## config.mk

```make
export PLATFORM = sky130hd
export DESIGN_NAME = wheel_force_feedback_controller
export DESIGN_NICKNAME = d
export VERILOG_FILES = /design/src/sv/wffc_pkg.sv /design/src/sv/wffc_front.sv /design/src/sv/wffc_div.sv /design/src/sv/wffc_back.sv /design/src/sv/wheel_force_feedback_controller.sv
export SDC_FILE = /design/constraint.sdc
export NUM_CORES = 2
export LEC_CHECK = 0
export BUFFER_PORTS_ARGS = -buffer_cell sky130_fd_sc_hd__buf_2
export CAP_MARGIN = 10
export CORE_UTILIZATION = 65
export CTS_BUF_LIST = sky130_fd_sc_hd__clkbuf_2 sky130_fd_sc_hd__clkbuf_4 sky130_fd_sc_hd__clkbuf_8
export DETAILED_ROUTE_END_ITERATION = 6
export GPL_ROUTABILITY_DRIVEN = 1
export PLACE_DENSITY_LB_ADDON = 0.08
export SLEW_MARGIN = 0
export SYNTH_ARGS = -nofsm -noshare
export SYNTH_HDL_FRONTEND = slang
export SYNTH_SLANG_ARGS = --single-unit
```

## constraint.sdc

```tcl
create_clock -name i_clk -period 12.7 [get_ports i_clk]
set_clock_uncertainty 0.1 [all_clocks]
set_input_delay 1.27 -clock i_clk [delete_from_list [all_inputs] [get_ports i_clk]]
set_output_delay 1.27 -clock i_clk [all_outputs]
set_load 0.02 [all_outputs]
```

## src/sv/wffc_pkg.sv

```systemverilog
// ----------------------------------------------------------------------------
// wffc_pkg
// Types, codes and constants shared by the wheel force feedback controller.
// ----------------------------------------------------------------------------
package wffc_pkg;

    // opcodes and axis codes
    localparam logic [1:0] OP_AXIS    = 2'd0;
    localparam logic [1:0] OP_TARGET  = 2'd1;
    localparam logic [1:0] OP_TICK    = 2'd2;
    localparam logic [1:0] AXIS_WHEEL = 2'd0;

    // configuration register indexes
    localparam logic [2:0] CFG_DEADBAND    = 3'd0;
    localparam logic [2:0] CFG_BRAKE_ZONE  = 3'd1;
    localparam logic [2:0] CFG_BRAKE_GAIN  = 3'd2;
    localparam logic [2:0] CFG_TORQUE_LIM  = 3'd3;
    localparam logic [2:0] CFG_CENTER_MIN  = 3'd4;
    localparam logic [2:0] CFG_CENTER_MAX  = 3'd5;
    localparam logic [2:0] CFG_CENTER_SPAN = 3'd6;
    localparam logic [2:0] CFG_AUTO_CENTER = 3'd7;

    // configuration reset values
    localparam logic [15:0] RST_DEADBAND    = 16'd328;
    localparam logic [15:0] RST_BRAKE_ZONE  = 16'd3277;
    localparam logic [15:0] RST_BRAKE_GAIN  = 16'd16384;
    localparam logic [14:0] RST_TORQUE_LIM  = 15'd32767;
    localparam logic [14:0] RST_CENTER_MIN  = 15'd0;
    localparam logic [14:0] RST_CENTER_MAX  = 15'd16384;
    localparam logic [15:0] RST_CENTER_SPAN = 16'd16384;

    // q1.15 saturation levels
    localparam logic [15:0] Q15_POS_MAX = 16'h7fff;
    localparam logic [15:0] Q15_NEG_MAX = 16'h8000;

    // wheel range defaults
    localparam int WHEEL_MIN_DEF = 0;
    localparam int WHEEL_MAX_DEF = 65535;

    // command queue and divider sizing
    localparam int CMDQ_DEPTH = 2;
    localparam int CMDQ_AW    = (CMDQ_DEPTH > 1) ? $clog2(CMDQ_DEPTH) : 1;
    localparam int CMDQ_CW    = $clog2(CMDQ_DEPTH + 1);
    localparam int DIV_NW     = 32;
    localparam int DIV_DW     = 16;
    localparam int DIV_QW     = 17;
    localparam int DIV_CW     = $clog2(DIV_QW + 1);

    typedef struct packed {
        logic [1:0]         op;
        logic [1:0]         axis_select;
        logic [15:0]        axis_value;
        logic signed [15:0] target_position;
        logic signed [15:0] target_torque;
    } t_in_item;

    typedef struct packed {
        logic signed [15:0] torque_level;
        logic               envelope_on;
        logic signed [15:0] wheel_position;
    } t_out_item;

    typedef struct packed {
        logic [15:0] deadband;
        logic [15:0] brake_zone;
        logic [15:0] brake_gain;
        logic [14:0] torque_limit;
        logic [14:0] centering_min_torque;
        logic [14:0] centering_max_torque;
        logic [15:0] centering_span;
        logic        auto_center_enable;
    } t_cfg;

    typedef enum logic [1:0] {
        K_AXIS,
        K_TARGET,
        K_TICK
    } t_kind;

    typedef struct packed {
        t_kind              kind;
        logic               norm_neg;
        logic               norm_zero;
        logic [DIV_NW-1:0]  norm_num;
        logic [DIV_DW-1:0]  norm_den;
        logic signed [15:0] pos;
        logic [15:0]        mag;
    } t_cmd;

    typedef struct packed {
        logic              start;
        logic [DIV_NW-1:0] num;
        logic [DIV_DW-1:0] den;
    } t_div_req;

    typedef struct packed {
        logic              done;
        logic [DIV_QW-1:0] quot;
    } t_div_rsp;

    typedef enum logic [2:0] {
        S_IDLE,
        S_NORM,
        S_MUL,
        S_CHK,
        S_RDIV,
        S_TORQ,
        S_LEVEL
    } t_state;

endpackage

```

## src/sv/wffc_front.sv

```systemverilog
// ----------------------------------------------------------------------------
// wffc_front
// Accepts input items, classifies them into commands and queues them.
// ----------------------------------------------------------------------------
module wffc_front
    import wffc_pkg::*;
#(
    parameter int WHEEL_MIN = WHEEL_MIN_DEF,
    parameter int WHEEL_MAX = WHEEL_MAX_DEF
) (
    input  logic     i_clk,
    input  logic     i_rst_n,
    input  logic     i_push,
    input  t_in_item i_item,
    output logic     o_full,
    output logic     o_cmd_valid,
    output t_cmd     o_cmd,
    input  logic     i_cmd_take
);

    localparam logic [17:0] W_SUM = 18'(WHEEL_MAX + WHEEL_MIN);
    localparam bit W_DEGEN = (WHEEL_MAX <= WHEEL_MIN);
    localparam logic [DIV_DW-1:0] W_SPAN =
        W_DEGEN ? DIV_DW'(1) : DIV_DW'(WHEEL_MAX - WHEEL_MIN);

    t_cmd               r_q [CMDQ_DEPTH];
    logic [CMDQ_AW-1:0] r_wp, r_rp;
    logic [CMDQ_CW-1:0] r_cnt;

    t_cmd        cmd;
    logic        keep;
    logic        enq;
    logic        deq;
    logic [17:0] s_norm;
    logic [16:0] norm_mag;

    always_comb begin
        s_norm   = 18'({1'b0, i_item.axis_value, 1'b0}) - W_SUM;
        norm_mag = s_norm[17] ? 17'(18'd0 - s_norm) : s_norm[16:0];

        cmd.kind      = K_TICK;
        cmd.norm_neg  = s_norm[17];
        cmd.norm_zero = W_DEGEN;
        cmd.norm_num  = {norm_mag, 15'd0};
        cmd.norm_den  = W_SPAN;
        cmd.pos       = i_item.target_position;
        cmd.mag       = i_item.target_torque[15] ? 16'(16'd0 - i_item.target_torque)
                                                 : i_item.target_torque;
        keep          = 1'b0;
        unique case (i_item.op)
            OP_AXIS: begin
                cmd.kind = K_AXIS;
                keep     = (i_item.axis_select == AXIS_WHEEL);
            end
            OP_TARGET: begin
                cmd.kind = K_TARGET;
                keep     = 1'b1;
            end
            OP_TICK: begin
                cmd.kind = K_TICK;
                keep     = 1'b1;
            end
            default: keep = 1'b0;
        endcase
    end

    assign o_full      = (r_cnt == CMDQ_CW'(CMDQ_DEPTH));
    assign o_cmd_valid = (r_cnt != '0);
    assign o_cmd       = r_q[r_rp];
    assign enq         = i_push && !o_full && keep;
    assign deq         = i_cmd_take && o_cmd_valid;

    always_ff @(posedge i_clk) begin
        if (!i_rst_n) begin
            r_wp  <= '0;
            r_rp  <= '0;
            r_cnt <= '0;
        end else begin
            if (enq) begin
                r_wp <= (r_wp == CMDQ_AW'(CMDQ_DEPTH - 1)) ? '0 : r_wp + 1'b1;
            end
            if (deq) begin
                r_rp <= (r_rp == CMDQ_AW'(CMDQ_DEPTH - 1)) ? '0 : r_rp + 1'b1;
            end
            r_cnt <= r_cnt + CMDQ_CW'(enq) - CMDQ_CW'(deq);
        end
    end

    always_ff @(posedge i_clk) begin
        if (enq) begin
            r_q[r_wp] <= cmd;
        end
    end

endmodule

```

## src/sv/wffc_div.sv

```systemverilog
// ----------------------------------------------------------------------------
// wffc_div
// Restoring divider, one quotient bit per cycle, saturating quotient.
// ----------------------------------------------------------------------------
module wffc_div
    import wffc_pkg::*;
(
    input  logic     i_clk,
    input  logic     i_rst_n,
    input  t_div_req i_req,
    output t_div_rsp o_rsp
);

    logic              r_busy;
    logic [DIV_CW-1:0] r_cnt;
    logic              r_ovf;
    logic [DIV_DW-1:0] r_rem;
    logic [DIV_DW-1:0] r_den;
    logic [DIV_QW-1:0] r_sh;
    logic [DIV_QW-1:0] r_q;

    logic [DIV_DW:0]   trial;
    logic              ge;
    logic [DIV_NW-DIV_QW-1:0] num_hi;

    assign num_hi = i_req.num[DIV_NW-1:DIV_QW];
    assign trial  = {r_rem, r_sh[DIV_QW-1]};
    assign ge     = (trial >= {1'b0, r_den});

    assign o_rsp.done = r_busy && (r_cnt == '0);
    assign o_rsp.quot = r_ovf ? '1 : r_q;

    always_ff @(posedge i_clk) begin
        if (!i_rst_n) begin
            r_busy <= 1'b0;
            r_cnt  <= '0;
        end else if (i_req.start) begin
            r_busy <= 1'b1;
            r_cnt  <= DIV_CW'(DIV_QW);
        end else if (r_busy) begin
            if (r_cnt != '0) begin
                r_cnt <= r_cnt - 1'b1;
            end else begin
                r_busy <= 1'b0;
            end
        end
    end

    always_ff @(posedge i_clk) begin
        if (i_req.start) begin
            r_rem <= DIV_DW'(num_hi);
            r_ovf <= (DIV_DW'(num_hi) >= i_req.den);
            r_den <= i_req.den;
            r_sh  <= i_req.num[DIV_QW-1:0];
            r_q   <= '0;
        end else if (r_busy && (r_cnt != '0)) begin
            r_rem <= DIV_DW'(ge ? trial - {1'b0, r_den} : trial);
            r_sh  <= {r_sh[DIV_QW-2:0], 1'b0};
            r_q   <= {r_q[DIV_QW-2:0], ge};
        end
    end

endmodule

```

## src/sv/wffc_back.sv

```systemverilog
// ----------------------------------------------------------------------------
// wffc_back
// Executes queued commands: position update, target store and torque ticks.
// ----------------------------------------------------------------------------
module wffc_back
    import wffc_pkg::*;
(
    input  logic      i_clk,
    input  logic      i_rst_n,
    input  t_cfg      i_cfg,
    input  logic      i_cmd_valid,
    input  t_cmd      i_cmd,
    output logic      o_cmd_take,
    output t_div_req  o_div_req,
    input  t_div_rsp  i_div_rsp,
    output logic      o_empty,
    output t_out_item o_out_item,
    input  logic      i_pop
);

    t_state             r_state, n_state;
    logic signed [15:0] r_cur, n_cur;
    logic signed [15:0] r_goal, n_goal;
    logic [15:0]        r_gtq, n_gtq;
    logic               r_latch, n_latch;
    logic [15:0]        r_err, n_err;
    logic               r_dir, n_dir;
    logic               r_ramp, n_ramp;
    logic               r_below, n_below;
    logic               r_cneg, n_cneg;
    logic [14:0]        r_cabs, n_cabs;
    logic               r_nneg, n_nneg;
    logic [31:0]        r_prod, n_prod;
    logic signed [18:0] r_torque, n_torque;
    logic               r_env, n_env;
    logic               r_out_valid, n_out_valid;
    t_out_item          r_out, n_out;

    logic signed [16:0] diff;
    logic [15:0]        mul_a, mul_b;
    logic [15:0]        cdiff;
    logic [16:0]        q;
    logic [15:0]        brk;
    logic signed [18:0] s_cmin, s_cmax, s_q, s_ramp, s_rcap, s_lim, s_t;
    logic [17:0]        m;
    logic [18:0]        m_up;
    logic [17:0]        lm;
    logic [15:0]        level;

    assign o_empty    = !r_out_valid;
    assign o_out_item = r_out;

    always_comb begin
        n_state     = r_state;
        n_cur       = r_cur;
        n_goal      = r_goal;
        n_gtq       = r_gtq;
        n_latch     = r_latch;
        n_err       = r_err;
        n_dir       = r_dir;
        n_ramp      = r_ramp;
        n_below     = r_below;
        n_cneg      = r_cneg;
        n_cabs      = r_cabs;
        n_nneg      = r_nneg;
        n_prod      = r_prod;
        n_torque    = r_torque;
        n_env       = r_env;
        n_out_valid = r_out_valid;
        n_out       = r_out;
        o_cmd_take  = 1'b0;
        o_div_req   = '{start: 1'b0, num: i_cmd.norm_num, den: i_cmd.norm_den};

        diff  = 17'(r_goal) - 17'(r_cur);
        cdiff = {1'b0, i_cfg.centering_max_torque} - {1'b0, i_cfg.centering_min_torque};
        mul_a = r_ramp ? 16'(r_err - i_cfg.deadband) : r_gtq;
        mul_b = r_ramp ? {1'b0, r_cabs} : i_cfg.brake_gain;
        q     = i_div_rsp.quot;
        brk   = r_prod[30:15];

        s_cmin = $signed({4'b0, i_cfg.centering_min_torque});
        s_cmax = $signed({4'b0, i_cfg.centering_max_torque});
        s_q    = $signed({2'b0, q});
        if (i_cfg.centering_span <= i_cfg.deadband) begin
            s_ramp = s_cmax;
        end else begin
            s_ramp = r_cneg ? s_cmin - s_q : s_cmin + s_q;
        end
        s_rcap = (s_ramp > s_cmax) ? s_cmax : s_ramp;

        // level = t * 32767 / 32768 toward zero, saturated below
        s_lim = $signed({4'b0, i_cfg.torque_limit});
        s_t   = (r_torque > s_lim) ? s_lim : r_torque;
        m     = 18'(19'sd0 - s_t);
        m_up  = {1'b0, m} + 19'd32767;
        lm    = m - 18'(m_up[18:15]);
        if (s_t > 19'sd0) begin
            level = 16'(s_t - 19'sd1);
        end else if (s_t == 19'sd0) begin
            level = '0;
        end else if (lm > 18'd32768) begin
            level = Q15_NEG_MAX;
        end else begin
            level = 16'(18'd0 - lm);
        end

        if (i_pop && r_out_valid) begin
            n_out_valid = 1'b0;
        end

        unique case (r_state)
            S_IDLE: begin
                if (i_cmd_valid) begin
                    o_cmd_take = 1'b1;
                    unique case (i_cmd.kind)
                        K_AXIS: begin
                            if (i_cmd.norm_zero) begin
                                n_cur = '0;
                            end else begin
                                o_div_req.start = 1'b1;
                                n_nneg          = i_cmd.norm_neg;
                                n_state         = S_NORM;
                            end
                        end
                        K_TARGET: begin
                            if (!(i_cmd.pos == r_goal && i_cmd.mag == r_gtq)) begin
                                n_goal  = i_cmd.pos;
                                n_gtq   = i_cmd.mag;
                                n_latch = 1'b0;
                            end
                        end
                        K_TICK: begin
                            n_dir   = (diff > 17'sd0);
                            n_err   = diff[16] ? 16'(17'sd0 - diff) : diff[15:0];
                            n_ramp  = r_latch || i_cfg.auto_center_enable;
                            n_cneg  = cdiff[15];
                            n_cabs  = cdiff[15] ? 15'(16'd0 - cdiff) : cdiff[14:0];
                            n_state = S_MUL;
                        end
                        default: n_state = S_IDLE;
                    endcase
                end
            end
            S_NORM: begin
                if (i_div_rsp.done) begin
                    if (r_nneg) begin
                        n_cur = (q >= 17'd32768) ? Q15_NEG_MAX : 16'(17'd0 - q);
                    end else begin
                        n_cur = (q >= 17'd32767) ? Q15_POS_MAX : q[15:0];
                    end
                    n_state = S_IDLE;
                end
            end
            S_MUL: begin
                n_below = (r_err < i_cfg.deadband);
                n_prod  = 32'(mul_a) * 32'(mul_b);
                n_state = S_CHK;
            end
            S_CHK: begin
                if (r_ramp && !r_below && (i_cfg.centering_span > i_cfg.deadband)) begin
                    o_div_req.start = 1'b1;
                    o_div_req.num   = r_prod;
                    o_div_req.den   = 16'(i_cfg.centering_span - i_cfg.deadband);
                    n_state         = S_RDIV;
                end else begin
                    n_state = S_TORQ;
                end
            end
            S_RDIV: begin
                if (i_div_rsp.done) begin
                    n_state = S_TORQ;
                end
            end
            S_TORQ: begin
                n_env    = 1'b0;
                n_torque = '0;
                if (r_below) begin
                    n_torque = '0;
                end else if (r_ramp) begin
                    n_torque = r_dir ? s_rcap : 19'sd0 - s_rcap;
                end else begin
                    n_env = 1'b1;
                    if (r_err < i_cfg.brake_zone) begin
                        n_latch  = 1'b1;
                        n_torque = r_dir ? 19'sd0 - $signed({3'b0, brk})
                                         : $signed({3'b0, brk});
                    end else begin
                        n_torque = r_dir ? $signed({3'b0, r_gtq})
                                         : 19'sd0 - $signed({3'b0, r_gtq});
                    end
                end
                n_state = S_LEVEL;
            end
            S_LEVEL: begin
                if (!r_out_valid || i_pop) begin
                    n_out_valid          = 1'b1;
                    n_out.torque_level   = level;
                    n_out.envelope_on    = r_env;
                    n_out.wheel_position = r_cur;
                    n_state              = S_IDLE;
                end
            end
            default: n_state = S_IDLE;
        endcase
    end

    always_ff @(posedge i_clk) begin
        if (!i_rst_n) begin
            r_state     <= S_IDLE;
            r_cur       <= '0;
            r_goal      <= '0;
            r_gtq       <= '0;
            r_latch     <= 1'b0;
            r_out_valid <= 1'b0;
        end else begin
            r_state     <= n_state;
            r_cur       <= n_cur;
            r_goal      <= n_goal;
            r_gtq       <= n_gtq;
            r_latch     <= n_latch;
            r_out_valid <= n_out_valid;
        end
    end

    always_ff @(posedge i_clk) begin
        r_err    <= n_err;
        r_dir    <= n_dir;
        r_ramp   <= n_ramp;
        r_below  <= n_below;
        r_cneg   <= n_cneg;
        r_cabs   <= n_cabs;
        r_nneg   <= n_nneg;
        r_prod   <= n_prod;
        r_torque <= n_torque;
        r_env    <= n_env;
        r_out    <= n_out;
    end

endmodule

```

## src/sv/wheel_force_feedback_controller.sv

```systemverilog
// ----------------------------------------------------------------------------
// wheel_force_feedback_controller
// Q1.15 steering-wheel force controller with queue-style input and output.
//
// Input channel: push/full. Each transaction is an axis event, a target
// message or a control tick. Only control ticks produce a result.
// Output channel: empty/pop. The result (torque level, envelope flag, wheel
// position) sits on o_out_item while empty is low; a stalled result holds.
// Config channel: i_cfg_valid/o_cfg_ready with register index and data; write
// only while the block is idle.
// One transaction at a time, in the single back-end sequencer: target
//   message stored at once, control tick via multiply, check, ramp divide
//   if needed, torque, level; axis event via 17-step restoring divider.
// A two-entry command queue sits in front, so up to two commands can be
// pushed while the back end works or while a result waits to be popped.
// Reset (synchronous, active low) clears the queues, the positions, the goal
// torque and the brake latch and loads the register defaults.
// ----------------------------------------------------------------------------
module wheel_force_feedback_controller
    import wffc_pkg::*;
#(
    parameter int WHEEL_MIN = WHEEL_MIN_DEF,
    parameter int WHEEL_MAX = WHEEL_MAX_DEF
) (
    input  logic        i_clk,
    input  logic        i_rst_n,
    input  logic        push,
    output logic        full,
    input  t_in_item    i_in_item,
    output logic        empty,
    input  logic        pop,
    output t_out_item   o_out_item,
    input  logic        i_cfg_valid,
    output logic        o_cfg_ready,
    input  logic [2:0]  i_cfg_index,
    input  logic [15:0] i_cfg_data
);

    t_cfg     r_cfg;
    logic     cmd_valid;
    t_cmd     cmd;
    logic     cmd_take;
    t_div_req div_req;
    t_div_rsp div_rsp;

    assign o_cfg_ready = 1'b1;

    always_ff @(posedge i_clk) begin
        if (!i_rst_n) begin
            r_cfg.deadband             <= RST_DEADBAND;
            r_cfg.brake_zone           <= RST_BRAKE_ZONE;
            r_cfg.brake_gain           <= RST_BRAKE_GAIN;
            r_cfg.torque_limit         <= RST_TORQUE_LIM;
            r_cfg.centering_min_torque <= RST_CENTER_MIN;
            r_cfg.centering_max_torque <= RST_CENTER_MAX;
            r_cfg.centering_span       <= RST_CENTER_SPAN;
            r_cfg.auto_center_enable   <= 1'b0;
        end else if (i_cfg_valid && o_cfg_ready) begin
            unique case (i_cfg_index)
                CFG_DEADBAND:    r_cfg.deadband             <= i_cfg_data;
                CFG_BRAKE_ZONE:  r_cfg.brake_zone           <= i_cfg_data;
                CFG_BRAKE_GAIN:  r_cfg.brake_gain           <= i_cfg_data;
                CFG_TORQUE_LIM:  r_cfg.torque_limit         <= i_cfg_data[14:0];
                CFG_CENTER_MIN:  r_cfg.centering_min_torque <= i_cfg_data[14:0];
                CFG_CENTER_MAX:  r_cfg.centering_max_torque <= i_cfg_data[14:0];
                CFG_CENTER_SPAN: r_cfg.centering_span       <= i_cfg_data;
                CFG_AUTO_CENTER: r_cfg.auto_center_enable   <= i_cfg_data[0];
                default:         r_cfg.auto_center_enable   <= r_cfg.auto_center_enable;
            endcase
        end
    end

    wffc_front #(
        .WHEEL_MIN (WHEEL_MIN),
        .WHEEL_MAX (WHEEL_MAX)
    ) u_front (
        .i_clk       (i_clk),
        .i_rst_n     (i_rst_n),
        .i_push      (push),
        .i_item      (i_in_item),
        .o_full      (full),
        .o_cmd_valid (cmd_valid),
        .o_cmd       (cmd),
        .i_cmd_take  (cmd_take)
    );

    wffc_div u_div (
        .i_clk   (i_clk),
        .i_rst_n (i_rst_n),
        .i_req   (div_req),
        .o_rsp   (div_rsp)
    );

    wffc_back u_back (
        .i_clk       (i_clk),
        .i_rst_n     (i_rst_n),
        .i_cfg       (r_cfg),
        .i_cmd_valid (cmd_valid),
        .i_cmd       (cmd),
        .o_cmd_take  (cmd_take),
        .o_div_req   (div_req),
        .i_div_rsp   (div_rsp),
        .o_empty     (empty),
        .o_out_item  (o_out_item),
        .i_pop       (pop)
    );

    a_reset_clears: assert property (@(posedge i_clk)
        !i_rst_n |=> (empty && !full))
        else $error("queues not cleared by reset");

    a_level_limit: assert property (@(posedge i_clk) disable iff (!i_rst_n)
        !empty |-> (o_out_item.torque_level <= $signed({1'b0, r_cfg.torque_limit})))
        else $error("torque level above torque limit");

    a_env_no_center: assert property (@(posedge i_clk) disable iff (!i_rst_n)
        (!empty && o_out_item.envelope_on) |-> !r_cfg.auto_center_enable)
        else $error("envelope set while auto centering");

    a_take_needs_cmd: assert property (@(posedge i_clk) disable iff (!i_rst_n)
        cmd_take |-> cmd_valid)
        else $error("command taken from empty queue");

endmodule

```

Word-level counts from Yosys, hierarchy flattened
Memories as Yosys holds them, arrays and structs flattened. A register that Yosys moved wholly into a read port is not among the register bits.
Cells that the tools add are included.

word-level totals
  output and inout bits = 36
  bits of input ports = 76
  word-level logic and storage cells = 236
  memories = 1
  memory bits (writable) = 104
  register bits after elaboration = 361

memory list
  memory       depth  width  rd ports  clocked after Yosys merged registers in  wr ports  RTL line          RTL
  u_front.r_q  2      52     1         1                                        1         wffc_front.sv:26  t_cmd r_q [CMDQ_DEPTH];

operators by class
  add/sub/neg operators = 26
  reductions and logical operators = 47
  bitwise logic cells = 3
  muxes and demuxes = 73
  equality and inequality tests = 33
  $mul = 1
  $lt $le $gt $ge = 13

operator list
  cell                                                             number
  two-way mux 16 bit                                               15
  two-way mux 19 bit                                               9
  two-way mux 17 bit                                               4
  subtractor 1 x 16 -> 16 bit (first input constant)               4
  two-way mux 49 bit                                               1
  two-way mux 48 bit                                               1
  subtractor 16 bit                                                3
  two-way mux 15 bit                                               3
  greater-than comparator 19 x 16 -> 1 bit                         2
  subtractor 1 x 16 -> 17 bit (first input constant)               2
  == test 16 bit                                                   2
  less-than comparator 16 bit                                      2
  multiplier 16 x 16 -> 32 bit                                     1
  one-hot mux 16 bit (2 select lines)                              1
  two-way mux 1 bit                                                25
  AND reduction 2 bit                                              11
  == test 3 bit (second input constant)                            7
  one-hot mux 3 bit (7 select lines)                               1
  inequality test 2 bit (second input constant)                    10
  adder 18 x 15 -> 19 bit (second input constant)                  1
  greater-than comparator 19 x 1 -> 1 bit (second input constant)  1
  zero test 19 bit                                                 1
  subtractor 1 x 19 -> 19 bit (first input constant)               1
  adder 15 x 17 -> 18 bit                                          1
  48 further kinds                                                 87

Logic depth before layout (Yosys ltp)
  word-level depth = 9
  mapped depth = 41
  mapped depth without buffers = 40

Modules after synthesis
From an unflattened synthesis, not the netlist that was laid out.

second synthesis, totals
  cell total of the unflattened synthesis = 4241
  area total of the unflattened synthesis = 39205.1 um^2

modules (own cells, without submodules)
  module                           sequential area each (um^2)  instances  area an instance (um^2)  cells each
  wffc_back                        4694.5                       1          26057.5                  3128
  wffc_front                       3103.0                       1          4698.3                   294
  wffc_div                         1951.9                       1          4249.1                   416
  wheel_force_feedback_controller  2202.1                       1          4200.3                   403

Worst setup path after synthesis
No wires, ideal clock.

  kind = reg-to-reg
  start = register r_cfg[51] (netlist bit)
  end = register u_back.r_out (netlist bit u_back.o_out_item[27]) (data pin)
  required time = 12.448 ns
  stages on the path, launching flop included = 39
  library setup time = 0.152 ns
  path slack = 3.447 ns
  data arrival time = 9.001 ns
  period minus slack after synthesis = 9.253 ns
  path buffers = 6
  cells stage by stage = dfxtp_1 > inv_1 > ha_1 > a211oi_1 > nor2_1 > o31ai_2 > a21o_1 > buf_6 > clkbuf_1 > clkbuf_1 > buf_1 > mux2i_1 > ha_1 > or3b_2 > nor2_1 > nor2_1 > mux2_4 > or4_4 > (+3 left out) > nor3b_1 > xnor2_1 > ha_1 > inv_1 > fa_1 > nand2_1 > nand2_1 > a21oi_1 > nand3_1 > a211o_1 > a31oi_1 > and2_1 > nand4_1 > o41a_1 > or3b_1 > buf_6 > buf_6 > o22ai_2

between the ends
  cells in the longest elaborated chain, start to end = 9
  elaborated cells on any way between the ends = 13
  classes of those cells = add/sub (5); order compare (3); mux (4); reduce/logical (1)

ends and longest elaborated chain
  element                                                                                         RTL line                               RTL
  start, declared                                                                                 wheel_force_feedback_controller.sv:39  t_cfg r_cfg;
  greater-than comparator 19 x 16 -> 1 bit                                                        wffc_back.sv:93                        s_t = (r_torque > s_lim) ? s_lim : r_torque;
  two-way mux 19 bit (*)                                                                          wffc_back.sv:93
  subtractor 1 x 18 -> 18 bit                                                                     wffc_back.sv:94                        m = 18'(19'sd0 - s_t);
  adder 18 x 15 -> 19 bit                                                                         wffc_back.sv:95                        m_up = {1'b0, m} + 19'd32767;
  subtractor 18 x 4 -> 18 bit                                                                     wffc_back.sv:96                        lm = m - 18'(m_up[18:15]);
  subtractor 1 x 16 -> 16 bit / greater-than comparator 18 x 16 -> 1 bit (equally long branches)  wffc_back.sv:104, wffc_back.sv:101
  two-way mux 16 bit                                                                              wffc_back.sv:101                       end else if (lm > 18'd32768) begin
  two-way mux 16 bit                                                                              wffc_back.sv:99                        end else if (s_t == 19'sd0) begin
  two-way mux 16 bit (*)                                                                          wffc_back.sv:97                        if (s_t > 19'sd0) begin
  net u_back.level[10]                                                                            wffc_back.sv:48                        logic [15:0] level;
  end signal, assigned                                                                            wffc_back.sv:236                       r_out <= n_out;
  end, declared                                                                                   wffc_back.sv:37                        t_out_item r_out, n_out;

Mark *: on every way through the listed nets, which the timed path passes. The rest lies on a longest branch.
A chain may end at the register's enable or synchronous reset.

Worst setup path in the final report
  start = register r_cfg[51] (netlist bit)
  end = register u_back.r_out (netlist bit u_back.o_out_item[24]) (data pin)

The elaborated chain is that of the path after synthesis.

==> results.md <==
* Run status: finished, final reports clean
* Post-synth EDFFs at 270
* Maxcap violations at 0
* Post-synthesis cell count at 4247
* Drt wl/cell at 20.30 microns
* Setup ws final at 2635 ps
* Total grt overflow at 0
* DIE AREA at 58370 sq um
* CP Data Required Time at 13180 ps
* Worst Hold Depth at 0
* Multi-input gate area at 23080 sq um
* Largest family of logic cells by synthesized area: adder cells
* Share of layout cells above drive strength 1 at 0.08881
* Cell Area, Synth at 37310 sq um
* Max clock buf depth at 3
* CP delay by family, top: simple AND/OR/NAND/NOR gates
* Clock transition at the registers of the reported paths at 80 ps
* Global-route wire length before repair at 163700 microns
* H-tree level count at 3
* DRT iter0 DRCs at 2842
* Buffers on Ports at 110
* Total power at 0.008810 W
* Gr usage total at 0.3574
* Final net count at 4891
* Cts repair resizes at 0
* Placed cell area at 38580 sq um
* Dpl hpwl at 79740 microns
* Max incr delay on CP at 650 ps
* Core area at 56600 sq um
* Num CTS Buffers at 79
* Mux contribution to synthesized area at 0.03192
* #FFs+latches synth at 462
* Critical path launch point type: register
* DRC at 0
* WP data arrival at 10540 ps
* Reg2reg end: u_back.o_out_item[24]
* Num rows at 87
* Critical path buffer and inverter count at 3
* Reg2reg path depth at 34
* Ys async rst share at 0
* Synth Net Count at 4822
* Clk_lat worst skew at 710 ps
* Synth warnings at 0
* Starting Density at 0.6592
* I/O pin cnt at 112
* Pin count of the biggest net entering global routing at 83
* FILL cells at 4527
* Post-DRT Antenna Nets at 0
* # hold bufs at CTS at 0
* Crit path capture type: register
* Die W at 241.6 microns
* Layout area overhead at 7.746%
* XOR/XNOR Fraction of Synth Area at 0.06854
* Worst-margin pin slew at 1202 ps
* CTS tree: built
* Final Util at 0.7102
* Via count at 31170
* Share of the yosys chip area belonging to registers at 0.3203
* Final Hold Vio Count at 0
* Reg-to-reg slack, setup at 2630 ps
* Design area at 40200 sq um
* CP Max Fanout at 37
* FMAX at 99.35 MHz
* Worst IR Drop VDD at 0.3866 mV
* Antenna violations before repair at 2
* Worst min-delay path class: register to register
* Vias per cell at 6.066
* RSZ-0062 raised after global routing: no
* Post-Route WL at 104300 microns
* TritonRoute pass-1 iters at 6
* Setup Buffers After CTS at 0
* CTS Sinks at 462
* Post-synthesis compound-gate area fraction at 0.1322
* FF-to-FF Start: r_cfg[51]
* Setup tns final at 0 ps
* Die H at 241.6 microns
* Post-Synth Adder-Cell Area at 0.2080
* Pwr/cell area at 219.2 nW/um^2
* Vias in the first global route at 30180
* Hold endpoint: u_back.o_out_item[16]
* Lkg Pwr at 16.50 nW
* Reg area at 11960 sq um
* Distinct cells, synth at 86
* GPL Wtd Cong at 0.9709
* Relative slew margins at 0.1944
* Final setup vio count at 0
* Final Max Slew Viols at 0
* HP Start: u_back.r_env
* Synth Area in Simple Gates at 0.1753
* Crit share post-route at 0.7925
* Critical path class: register to register
* Root buffer selected by CTS: clkbuf_8
* Slowest CP cell: or3b_1
* Predominant post-synthesis flop cell: edfxtp_1
* Crit path time final at 10070 ps
* Post-synthesis average cell area at 8.786 sq um
* Pre-CTS setup slack at 2928 ps
sequential cells by signal (all words and copies together) (netlist names), 5 cells and up, named ones only:
register           flops
r_cfg                110
u_back.o_out_item     33
u_back.r_cabs         15
u_back.r_cur          16
u_back.r_err          16
u_back.r_goal         16
u_back.r_gtq          16
u_back.r_prod         32
u_back.r_torque       19
u_div.r_cnt            5
u_div.r_den           16
u_div.r_q             17
u_div.r_rem           16
u_div.r_sh            17
u_front.r_q          100
synth_stat cells, types with 9 or more instances:
| master | n | area [sq um] |
|---|---|---|
| nand2_1 | 659 | 2474 |
| inv_1 | 460 | 1727 |
| nor2_1 | 321 | 1205 |
| a21oi_1 | 309 | 1546 |
| ha_1 | 297 | 3716 |
| edfxtp_1 | 270 | 8108 |
| xnor2_1 | 229 | 2006 |
| fa_1 | 202 | 4044 |
| dfxtp_1 | 192 | 3844 |
| o21ai_0 | 149 | 745.7 |
| clkbuf_1 | 136 | 510.5 |
| mux2i_1 | 86 | 860.8 |
| nor3_1 | 80 | 400.4 |
| nand3_1 | 79 | 395.4 |
| xor2_1 | 63 | 551.8 |
| a21o_1 | 44 | 330.3 |
| or2_2 | 44 | 275.3 |
| nor2b_1 | 41 | 256.5 |
| o211ai_1 | 40 | 300.3 |
| or3_1 | 39 | 244.0 |
| and2_1 | 38 | 237.7 |
| a211oi_1 | 37 | 277.8 |
| a31oi_1 | 30 | 187.7 |
| nand2b_1 | 27 | 168.9 |
| nor4_1 | 27 | 168.9 |
| nand4_1 | 26 | 162.7 |
| mux2_2 | 24 | 270.3 |
| buf_1 | 22 | 82.58 |
| o21a_1 | 21 | 157.7 |
| o22ai_1 | 21 | 131.4 |
| and3_1 | 19 | 118.9 |
| o31ai_1 | 17 | 127.6 |
| o21bai_1 | 16 | 120.1 |
| or4_1 | 15 | 112.6 |
| a21boi_0 | 14 | 105.1 |
| nor3b_1 | 10 | 75.07 |
| o21ai_1 | 10 | 50.05 |
| a211o_1 | 9 | 78.83 |
| a22oi_1 | 9 | 67.56 |
how the worst max path moves through the flow:
stage                   start                    end  slack, ps  depth (start not counted)
global route        r_cfg[51]  u_back.o_out_item[24]       1890                         34
finish              r_cfg[51]  u_back.o_out_item[24]       2630                         34
CTS                 r_cfg[51]  u_back.o_out_item[24]       2820                         34
global placement    r_cfg[51]  u_back.o_out_item[24]       3200                         34
floorplan           r_cfg[51]  u_back.o_out_item[27]       3450                         38
detailed placement  r_cfg[51]  u_back.o_out_item[24]       2930                         34
area by class of cell:
cell class              count  area share
repair buffers            152     0.02154
multi-input cells        3160      0.5740
flip-flops and latches    462      0.2974
well taps                 756     0.02353
clock buffers             113     0.03557
inverters                 461     0.04310
clock inverters            32    0.004700
diodes                      3   0.0001867
layer usage:
layer | global-route usage | vias to the layer above | wire length, microns
li1 | - | 14590 | -
met1 | 0.4712 | 14950 | 42190
met2 | 0.5699 | 1352 | 47430
met3 | 0.07303 | 280 | 9999
met4 | 0.1579 | 0 | 4673
met5 | 0 | - | 0
per-stage QoR:
step / hold slack, ps / cells
after floorplan: 300.3 / 4247
after global routing: 353.1 / 5137
final: 340.4 / 5139
after detailed placement: 315.0 / 4991
after CTS: 340.6 / 5136
after global placement: 322.2 / 4991
layout by cell type, fill, tap and decap left out, types with 44 or more instances in the layout:
| cell | n |
|---|---|
| nand2_1 | 659 |
| inv_1 | 459 |
| nor2_1 | 315 |
| a21oi_1 | 308 |
| ha_1 | 297 |
| edfxtp_1 | 270 |
| xnor2_1 | 229 |
| fa_1 | 202 |
| dfxtp_1 | 191 |
| o21ai_0 | 146 |
| buf_2 | 110 |
| clkbuf_8 | 93 |
| mux2i_1 | 86 |
| nand3_1 | 79 |
| nor3_1 | 78 |
| xor2_1 | 63 |
| or2_2 | 44 |
| a21o_1 | 44 |
logic make-up after synthesis:
kind of cell | after synthesis
compound gates | 803
xor+xnor | 292
fa+ha+maj | 499
buf+inv | 625
flops | 462
mux | 114
other cells | 1
simple gates | 1451
power by group:
part | internal, W | switching, W
clock | 0.000734 | 0.000657
combinational | 0.00196 | 0.00332
sequential | 0.00197 | 0.000171
total | 0.00466 | 0.00415
Note: power is estimated with default switching activity, not from simulation.
